`src/multilevel_priority_thread_scheduler_core_defines.svh`:
```
// Assertion macros for the multilevel priority thread scheduler.
// Included by modules that carry concurrent assertions; no other dependency.
`ifndef MULTILEVEL_PRIORITY_THREAD_SCHEDULER_CORE_DEFINES_SVH
`define MULTILEVEL_PRIORITY_THREAD_SCHEDULER_CORE_DEFINES_SVH
`ifndef SYNTHESIS
`define MPTS_ASSERT_IMPL(label, clk, rst_n, prop, msg) \
    label: assert property (@(posedge clk) disable iff (!rst_n) prop) else $error(msg);
`define MPTS_ASSERT_NEXT(label, clk, rst_n, pre, post, msg) \
    label: assert property (@(posedge clk) disable iff (!rst_n) (pre) |=> (post)) else $error(msg);
`else
`define MPTS_ASSERT_IMPL(label, clk, rst_n, prop, msg)
`define MPTS_ASSERT_NEXT(label, clk, rst_n, pre, post, msg)
`endif
`endif

```
`src/mpts_pkg.sv`:
```
// Shared types and constants for the multilevel priority thread scheduler.
// No dependencies.
`default_nettype none
package mpts_pkg;
    // Sizes fixed by the request and result field widths
    localparam int LEVELS_PER_CLASS = 32;
    localparam int CLASS_COUNT      = 4;
    localparam int THREAD_COUNT     = 64;

    localparam int REQ_YIELD = 0;
    localparam int REQ_READY = 1;
    localparam logic [2:0] ST_SWITCH   = 3'd0;
    localparam logic [2:0] ST_KEEP     = 3'd1;
    localparam logic [2:0] ST_IDLE     = 3'd2;
    localparam logic [2:0] ST_ENQUEUED = 3'd3;
    localparam logic [2:0] ST_REJECTED = 3'd4;
    localparam logic [1:0] TS_READY = 2'd0;

    // APB register map
    localparam logic [1:0] ADDR_RT_CLASS = 2'd0;

    typedef struct packed {
        logic       req_type;
        logic [5:0] thread_id;
        logic [1:0] thread_state;
        logic [1:0] sched_class;
        logic [4:0] nice_value;
    } sched_req_t;

    typedef struct packed {
        logic [5:0] next_thread;
        logic [2:0] status;
        logic [6:0] new_priority;
    } sched_rsp_t;
endpackage
`default_nettype wire

```
`src/mpts_ram.sv`:
```
// Generic single-port-write, single-read RAM with registered read data.
// No dependencies.
`default_nettype none
module mpts_ram #(
    parameter int WIDTH = 8,
    parameter int DEPTH = 16
) (
    input  wire logic                     aclk,
    input  wire logic                     we,
    input  wire logic [$clog2(DEPTH)-1:0] waddr,
    input  wire logic [WIDTH-1:0]         wdata,
    input  wire logic [$clog2(DEPTH)-1:0] raddr,
    output logic      [WIDTH-1:0]         rdata
);
    logic [WIDTH-1:0] mem [DEPTH];
    always_ff @(posedge aclk) begin
        if (we) begin
            mem[waddr] <= wdata;
        end
        rdata <= mem[raddr];
    end
endmodule
`default_nettype wire

```
`src/multilevel_priority_thread_scheduler_core.sv`:
```
// Multilevel priority thread scheduler, top level.
// Depends on mpts_pkg, mpts_ram and the assertion macro header.
//
// One FIFO run queue per priority level (CLASS_COUNT*LEVELS_PER_CLASS levels,
// level 0 served first). Each level's head and tail share one word of a queue
// RAM; each thread's stored priority and next link share one word of a thread
// RAM. Both RAMs have a registered read. Non-empty bits and queued
// bits are flip-flops cleared at reset; one flag per thread marks a written
// priority so that a thread never yielded reads priority 0. Requests are
// handled one at a time. A ready request into a non-empty level also reads
// and rewrites the old tail's thread word. A yield requeues the thread when
// it is ready and not queued, then searches for the lowest non-empty level
// one group of 8 levels at a time; a yield that finds nothing ready answers
// idle after all 16 groups are searched. The result sits in an output
// register; the next request can be taken in the cycle after the result is
// handed over.
`default_nettype none
`include "multilevel_priority_thread_scheduler_core_defines.svh"
module multilevel_priority_thread_scheduler_core (
    input  wire logic                   aclk,
    input  wire logic                   aresetn,
    input  wire logic                   s_valid,
    output logic                        s_ready,
    input  wire mpts_pkg::sched_req_t   s_data,
    output logic                        m_valid,
    input  wire logic                   m_ready,
    output mpts_pkg::sched_rsp_t        m_data,
    input  wire logic                   psel,
    input  wire logic                   penable,
    input  wire logic                   pwrite,
    input  wire logic [1:0]             paddr,
    input  wire logic [31:0]            pwdata,
    output logic [31:0]                 prdata,
    output logic                        pready
);
    import mpts_pkg::*;

    localparam int NQ   = LEVELS_PER_CLASS * CLASS_COUNT;
    localparam int QW   = $clog2(NQ);
    localparam int TW   = $clog2(THREAD_COUNT);
    localparam int PW   = 7;
    localparam int HALF = LEVELS_PER_CLASS / 2;
    localparam int TOP  = NQ - 1;
    localparam int GRP  = 8;
    localparam int NG   = (NQ + GRP - 1) / GRP;
    localparam int GW   = (NG > 1) ? $clog2(NG) : 1;
    localparam int QEW  = 2 * TW;   // queue word: head, tail
    localparam int TEW  = PW + TW;  // thread word: priority, link

    // sequencer codes
    localparam logic [3:0] S_IDLE  = 4'd0;
    localparam logic [3:0] S_PRIO  = 4'd1; // thread word valid, decide
    localparam logic [3:0] S_APP   = 4'd2; // read queue word of target level
    localparam logic [3:0] S_APPR  = 4'd3; // write head/tail, read old tail
    localparam logic [3:0] S_APPL  = 4'd4; // link old tail to new thread
    localparam logic [3:0] S_SCAN  = 4'd5; // search lowest non-empty
    localparam logic [3:0] S_POPR  = 4'd6; // read queue word
    localparam logic [3:0] S_POPH  = 4'd7; // read link of head
    localparam logic [3:0] S_POPL  = 4'd8; // update head
    localparam logic [3:0] S_OUT   = 4'd9;

    logic [3:0]    state_reg, state_next;
    sched_req_t    req_reg;
    logic [QW-1:0] q_reg;
    logic [GW-1:0] grp_reg;
    logic [TW-1:0] who_reg;
    logic [TW-1:0] last_reg;
    sched_rsp_t    rsp_reg;
    logic          m_valid_reg;
    logic [1:0]    rt_class_reg;

    logic [NQ-1:0]           nonempty_reg;
    logic [THREAD_COUNT-1:0] queued_reg;
    logic [THREAD_COUNT-1:0] prio_set_reg;

    // RAM ports; the queue RAM reads and writes at q_reg
    logic           qm_we, tm_we;
    logic [QEW-1:0] qm_wd, qm_rd;
    logic [TW-1:0]  tm_wa, tm_ra;
    logic [TEW-1:0] tm_wd, tm_rd;
    logic [TW-1:0]  q_head_rd, q_tail_rd, t_link_rd;
    logic [PW-1:0]  t_prio_rd;

    mpts_ram #(.WIDTH(QEW), .DEPTH(NQ)) u_queue (.aclk(aclk), .we(qm_we),
        .waddr(q_reg), .wdata(qm_wd), .raddr(q_reg), .rdata(qm_rd));
    mpts_ram #(.WIDTH(TEW), .DEPTH(THREAD_COUNT)) u_thread (.aclk(aclk),
        .we(tm_we), .waddr(tm_wa), .wdata(tm_wd), .raddr(tm_ra),
        .rdata(tm_rd));

    assign {q_head_rd, q_tail_rd} = qm_rd;
    assign {t_prio_rd, t_link_rd} = tm_rd;

    // Request decode, done once the thread word has been read
    logic          in_fire;
    logic          is_yield;
    logic          tid_ok;
    logic          recalc;
    logic          append_ok;
    logic [TW-1:0] req_tid;
    logic [PW-1:0] stored_sat;
    logic [8:0]    calc;
    logic [PW-1:0] recomputed;
    logic [PW-1:0] prio_new;

    assign in_fire  = s_valid && s_ready;
    assign req_tid  = req_reg.thread_id[TW-1:0];
    assign is_yield = (req_reg.req_type == 1'(REQ_YIELD));
    assign tid_ok   = 32'(req_reg.thread_id) < THREAD_COUNT;
    assign recalc   = is_yield && (req_reg.sched_class != rt_class_reg);

    always_comb begin
        // never-yielded thread reads as level 0
        stored_sat = '0;
        if (tid_ok && prio_set_reg[req_tid]) begin
            stored_sat = (32'(t_prio_rd) > TOP) ? PW'(TOP) : t_prio_rd;
        end
        calc = 9'(LEVELS_PER_CLASS) * 9'(req_reg.sched_class) + 9'(HALF)
             + 9'((stored_sat + 7'd1) & 7'(HALF - 1)) + 9'(req_reg.nice_value);
        recomputed = (32'(calc) > TOP) ? PW'(TOP) : calc[PW-1:0];
        prio_new   = recalc ? recomputed : stored_sat;
        // ready: not yet queued; yield: also must be in ready state
        append_ok  = tid_ok && !queued_reg[req_tid]
                   && (!is_yield || req_reg.thread_state == TS_READY);
    end

    // Lowest non-empty search over one group of levels per cycle
    logic [GRP-1:0] grp_bits;
    logic           grp_hit;
    logic [2:0]     grp_off;
    always_comb begin
        grp_bits = '0;
        for (int i = 0; i < GRP; i++) begin
            if (32'(grp_reg) * GRP + i < NQ) begin
                grp_bits[i] = nonempty_reg[QW'(32'(grp_reg) * GRP + i)];
            end
        end
        grp_hit = |grp_bits;
        grp_off = '0;
        for (int i = GRP - 1; i >= 0; i--) begin
            if (grp_bits[i]) begin
                grp_off = 3'(i);
            end
        end
    end

    always_comb begin
        state_next = state_reg;
        qm_we = 1'b0;
        qm_wd = {q_head_rd, req_tid};
        tm_we = 1'b0;
        tm_wa = req_tid;
        tm_wd = {prio_new, t_link_rd};
        tm_ra = req_tid;
        unique case (state_reg)
            S_IDLE: begin
                tm_ra = s_data.thread_id[TW-1:0];
                if (in_fire) begin
                    state_next = S_PRIO;
                end
            end
            S_PRIO: begin
                // store recomputed level, keep the thread's link
                tm_we = recalc && tid_ok;
                if (append_ok) begin
                    state_next = S_APP;
                end else if (is_yield) begin
                    state_next = S_SCAN;
                end else begin
                    state_next = S_OUT;
                end
            end
            S_APP: begin
                state_next = S_APPR;
            end
            S_APPR: begin
                qm_we = 1'b1;
                tm_ra = q_tail_rd;
                if (nonempty_reg[q_reg]) begin
                    state_next = S_APPL;
                end else begin
                    qm_wd = {req_tid, req_tid};
                    state_next = is_yield ? S_SCAN : S_OUT;
                end
            end
            S_APPL: begin
                // old tail keeps its priority, gets the new link
                tm_we = 1'b1;
                tm_wa = last_reg;
                tm_wd = {t_prio_rd, req_tid};
                state_next = is_yield ? S_SCAN : S_OUT;
            end
            S_SCAN: begin
                if (grp_hit) begin
                    state_next = S_POPR;
                end else if (32'(grp_reg) == NG - 1) begin
                    state_next = S_OUT;
                end
            end
            S_POPR: begin
                state_next = S_POPH;
            end
            S_POPH: begin
                tm_ra = q_head_rd;
                state_next = S_POPL;
            end
            S_POPL: begin
                if (who_reg != q_tail_rd) begin
                    qm_we = 1'b1;
                    qm_wd = {t_link_rd, q_tail_rd};
                end
                state_next = S_OUT;
            end
            S_OUT: begin
                if (m_ready) begin
                    state_next = S_IDLE;
                end
            end
            default: state_next = S_IDLE;
        endcase
    end

    assign s_ready = (state_reg == S_IDLE) && !m_valid_reg;

    always_ff @(posedge aclk) begin
        if (!aresetn) begin
            state_reg    <= S_IDLE;
            m_valid_reg  <= 1'b0;
            rt_class_reg <= '0;
            nonempty_reg <= '0;
            queued_reg   <= '0;
            prio_set_reg <= '0;
        end else begin
            state_reg <= state_next;
            if (psel && penable && pwrite && paddr == ADDR_RT_CLASS) begin
                rt_class_reg <= pwdata[1:0];
            end
            if (m_valid_reg && m_ready) begin
                m_valid_reg <= 1'b0;
            end
            unique case (state_reg)
                S_IDLE: begin
                    if (in_fire) begin
                        req_reg <= s_data;
                    end
                end
                S_PRIO: begin
                    q_reg                <= QW'(prio_new);
                    grp_reg              <= '0;
                    rsp_reg.next_thread  <= '0;
                    rsp_reg.new_priority <= prio_new;
                    if (is_yield) begin
                        rsp_reg.status <= ST_IDLE;
                        if (recalc && tid_ok) begin
                            prio_set_reg[req_tid] <= 1'b1;
                        end
                    end else begin
                        rsp_reg.status <= append_ok ? ST_ENQUEUED : ST_REJECTED;
                    end
                end
                S_APPR: begin
                    last_reg            <= q_tail_rd;
                    nonempty_reg[q_reg] <= 1'b1;
                    queued_reg[req_tid] <= 1'b1;
                end
                S_SCAN: begin
                    if (grp_hit) begin
                        q_reg <= QW'(32'(grp_reg) * GRP + 32'(grp_off));
                    end else begin
                        grp_reg <= grp_reg + 1'b1;
                    end
                end
                S_POPH: begin
                    who_reg <= q_head_rd;
                end
                S_POPL: begin
                    if (who_reg == q_tail_rd) begin
                        nonempty_reg[q_reg] <= 1'b0;
                    end
                    queued_reg[who_reg] <= 1'b0;
                    rsp_reg.next_thread <= 6'(who_reg);
                    rsp_reg.status <= (6'(who_reg) == req_reg.thread_id)
                                    ? ST_KEEP : ST_SWITCH;
                end
                default: ;
            endcase
            if (state_reg != S_OUT && state_next == S_OUT) begin
                m_valid_reg <= 1'b1;
            end
        end
    end

    assign m_valid = m_valid_reg;
    assign m_data  = rsp_reg;
    assign pready  = 1'b1;
    assign prdata  = {30'd0, rt_class_reg};

    logic pop_rd, app_wr;
    assign pop_rd = (state_reg == S_POPR);
    assign app_wr = (state_reg == S_APPR);

    // A request is never taken while a result is still pending.
    `MPTS_ASSERT_IMPL(a_no_overlap, aclk, aresetn, !(s_ready && m_valid), "accept while busy")
    // A pop in progress always targets a non-empty level.
    `MPTS_ASSERT_IMPL(a_pop_nonempty, aclk, aresetn, !pop_rd || nonempty_reg[q_reg], "empty pop")
    // After an append the thread is marked queued.
    `MPTS_ASSERT_NEXT(a_app_marks, aclk, aresetn, app_wr, queued_reg[req_tid], "append not marked")
endmodule
`default_nettype wire

```
`config.mk`:
```
export PLATFORM = sky130hd
export DESIGN_NAME = multilevel_priority_thread_scheduler_core
export DESIGN_NICKNAME = d
export VERILOG_FILES = /design/src/mpts_pkg.sv /design/src/mpts_ram.sv /design/src/multilevel_priority_thread_scheduler_core.sv
export VERILOG_INCLUDE_DIRS = /design/src /design/src/src
export SDC_FILE = /design/constraint.sdc
export NUM_CORES = 2
export LEC_CHECK = 0
export ABC_AREA = 1
export BUFFER_PORTS_ARGS = -buffer_cell sky130_fd_sc_hd__buf_2
export CAP_MARGIN = 20
export CORE_ASPECT_RATIO = 1.4
export CORE_MARGIN = 1.5
export CORE_UTILIZATION = 45
export DETAILED_ROUTE_END_ITERATION = 7
export GPL_ROUTABILITY_DRIVEN = 0
export PLACE_DENSITY_LB_ADDON = 0.2
export SYNTH_ARGS = -nofsm -noshare
export SYNTH_HDL_FRONTEND = slang
export SYNTH_SLANG_ARGS = --single-unit
```
`constraint.sdc`:
```
create_clock -name aclk -period 9.5 [get_ports aclk]
set_input_delay 0.475 -clock aclk [delete_from_list [all_inputs] [get_ports aclk]]
set_output_delay 0.475 -clock aclk [all_outputs]
set_load 0.005 [all_outputs]
```
==> metrics.txt <==
most crowded layer after global routing met2; area delta synth->final 12.5%; GR Util met2 0.441; grt total ovfl 0; CTS Sinks ~2.7k; Port Buffers 46; register-to-register setup slack 3.51 ns; initial antenna violation count 13; Placed Instance Area around 0.11 mm²; Syn Inst Count between 8k and 9k; cts repair resizes 0; reg-to-reg startpoint req_tid[2]$_DFFE_PP_; clk buf depth 4; vias in the first global route about 72k; die width 421 µm; main combinational cell family by area after synthesis simple AND/OR/NAND/NOR gates; type of the worst min-delay path in -> reg; largest net degree at the start of global routing ~150; outcome finished, final reports clean; router iterations before antenna repair 8; Final period util 0.631; #FFs+latches synth between 2k and 3k; Highest Clock Rate around 170 MHz; Relative slew margins 0.182; M3 GR Usage 0.0375; type of origin of the critical path flip-flop; fin nets slightly above 9k; number of flip-flops in the largest register between 1.5k and 2k; critical path endpoint category flip-flop; Final Skew 0.0830 ns; CP startpoint req_tid[2]$_DFFE_PP_; Synth Cell Area about 0.11 mm²; Num CTS Buffers 268; multiplexer area fraction after synthesis 0; main area contributors after synthesis edfxtp_1 (66%), dfxtp_1 (5.2%), nand2_1 (5.2%); critical-path maximum fanout 53; cell taking the most area after synthesis edfxtp_1; post-synthesis sequential area ratio 0.714; Hold Buf Count CTS 24; Core Area 0.243 mm²; worst endpoint required time between 10 and 15 ns; total power between 30 and 40 mW; top cell type's share of synthesized area 0.661; Final TNS setup 0 ns; Distinct cells, synth 55; Final HPWL DP approximately 190000 µm; Clock Latency Late Sink ~0.87 ns; Setup Fix Bufs, Post-CTS 0; worst slew pin tran ~1.2 ns; WL final 330000 µm; antenna-violating nets left 0; final hold vios 0; Critical Path Sink u_thread.mem[8][12]$_DFFE_PP_; CP arrival roughly 6.6 ns; Synth Area in Adders 0.000865; CTS clk-pin slew, worst paths around 0.06 ns; H-tree depth 5; Crit Path Category reg -> reg; DIE AREA ~0.25 mm²; first-pass GRT wire length around 480000 µm; Starting Density 0.453; FILL cells slightly above 20k; initial DRC count roughly 7.7k; reg2reg path depth 26; met1 usage 0.327; Synth Warn # 0; xor/xnor share of the synthesized area 0.00111; Non-Filler Instances ~13k; overall routing resource usage 0.261; Routed wire per std cell roughly 26 µm; pwr dens roughly 280 mW/mm²; worst setup margin approximately 3.5 ns; unrepaired setup endpoints after global routing false; Synth Area in Compound Gates 0.0955; layout cells sized above 1 0.127; I/O pin count ~110; Via-to-Cell Ratio approximately 5.9; largest registers u_queue.mem x1536, u_thread.mem x832; dpl cells 12.0k; RR Endpoint u_thread.mem[8][12]$_DFFE_PP_; Vias ~74k; MaxCap Viol Count 0; pre-CTS setup slack 3.10 ns; Die Y around 590 µm; CTS tree done; root buf cell clkbuf_16; Lkg Pwr 41.1 nW; num rows between 200 and 250; post-layout min period ~6 ns; register name with the most flops u_queue.mem; Peak VDD IR approximately 0.00024 V; DR DRC count 0; Slew Limit Fails 0; Final Setup Violations 0; Simple-Gate Fraction of Synth Area 0.148; average cell area after synthesis roughly 12 µm²; Final Instance Area 0.124 mm²
-- cell type report --
cell class | instances | area [µm²] | share of cell area
Timing Repair Buffer | 398 | 3220 | 0.0260
Antenna cell | 8 | 20.0 | 0.000162
Tap cell | 3240 | 4050 | 0.0328
Clock buffer | 338 | 7250 | 0.0586
Sequential cell | 2711 | 78500 | 0.635
Clock inverter | 130 | 1180 | 0.00950
Inverter | 384 | 1480 | 0.0120
Multi-Input combinational cell | 5293 | 28000 | 0.226
-- layer usage --
metal / vias to the layer above / share of wire
met1: 37150 / 0.38
met4: 2 / 0.056
met5: - / 0.000039
met2: 3177 / 0.49
met3: 788 / 0.067
li1: 33119 / -
-- critical path, stage by stage (launching register included) --
cell and delay (ns):
edfxtp_1 0.60, nand2_1 0.14, clkinv_1 0.42, nand2_1 0.57
inv_1 0.21, a21oi_1 0.22, o2111ai_1 0.15, nand2_1 0.09
nand2_1 0.06, nor2_1 0.36, nand2_2 0.20, nand2_1 0.18
inv_1 0.06, ha_1 0.33, fa_1 0.42, nand2_1 0.10
nand2_1 0.06, a21oi_1 0.12, inv_1 0.06, or2_2 0.28
nand2_1 0.09, xor2_1 0.16, o21ai_0 0.09, nand2_1 0.14
nand2_1 0.08, nand2_2 0.26, buf_12 0.26
-- synthesized netlist by cell type (all sizes together) --
| cell | n |
|---|---|
| a211oi | 69 |
| a21boi | 2 |
| a21o | 4 |
| a21oi | 217 |
| a221oi | 165 |
| a22o | 75 |
| a22oi | 210 |
| a311oi | 1 |
| a31o | 1 |
| a31oi | 134 |
| a41oi | 2 |
| buf | 378 |
| clkbuf | 257 |
| clkinv | 15 |
| conb | 2 |
| dfxtp | 288 |
| edfxtp | 2423 |
| fa | 1 |
| ha | 6 |
| inv | 369 |
| nand2 | 1540 |
| nand3 | 554 |
| nand3b | 3 |
| nand4 | 182 |
| nor2 | 728 |
| nor3 | 272 |
| nor3b | 1 |
| nor4 | 132 |
| o2111a | 7 |
| o2111ai | 12 |
| o211ai | 221 |
| o21ai | 424 |
| o22ai | 24 |
| o2bb2ai | 11 |
| o311ai | 1 |
| o31ai | 6 |
| or2 | 243 |
| xnor2 | 6 |
| xor2 | 8 |
-- through the flow --
stage	utilization	hold WS, ns
floorplan	-	0.408
global placement	0.472	0.448
detailed placement	0.473	0.450
CTS	0.509	0.260
global route	0.510	0.326
finish	0.510	0.329
-- layout by cell type, fill, tap and decap left out, drive strengths merged, types with 7 or more instances in the layout --
master	instances
diode	8
nor3	272
inv	374
o2111a	7
o21ai	424
clkbuf	338
dlygate4sd3	24
o2111ai	12
o2bb2ai	11
a22oi	210
a211oi	69
nand3	554
edfxtp	2423
o22ai	24
a221oi	165
nor4	132
o211ai	221
dfxtp	288
nand2	1540
bufinv	20
buf	374
xor2	8
a22o	75
a21oi	217
clkinvlp	9
conb	31
nand4	182
clkinv	111
a31oi	134
or2	243
nor2	728
-- kinds of logic (layout without fill, tap and decap cells) --
kind of cell	after synthesis	in the layout
adder cells (fa/ha/maj)	7	7
buffers and inverters	1019	1250
XOR/XNOR	14	14
flip-flops	2711	2711
AND/OR/NAND/NOR	3655	3655
AO/OA/AOI/OAI	1586	1586
other	2	39
-- worst min path at each step --
stage / start / to / slack [ns] / depth (start not counted)
2_1_floorplan: u_queue.rdata[7]$_DFF_P_ / who_reg[1]$_DFFE_PP_ / 0.41 / 0
3_3_place_gp: prio_set_reg[20]$_SDFFE_PN0P_ / prio_set_reg[20]$_SDFFE_PN0P_ / 0.45 / 2
3_5_place_dp: prio_set_reg[16]$_SDFFE_PN0P_ / prio_set_reg[16]$_SDFFE_PN0P_ / 0.45 / 2
4_1_cts: s_valid / state_reg[0]$_SDFF_PN0_ / 0.26 / 7
5_1_grt: s_data[8] / req_reg[8]$_DFFE_PP_ / 0.33 / 2
6_report: s_valid / state_reg[0]$_SDFF_PN0_ / 0.33 / 7
-- power by group --
part,internal [mW],total (mW),switching (mW)
logic,2.21,9.63,7.42
registers,14.5,14.6,0.158
clock network,5.96,10.4,4.46
total,22.6,34.7,12.0
No activity file was read; power rests on OpenSTA's default activity.
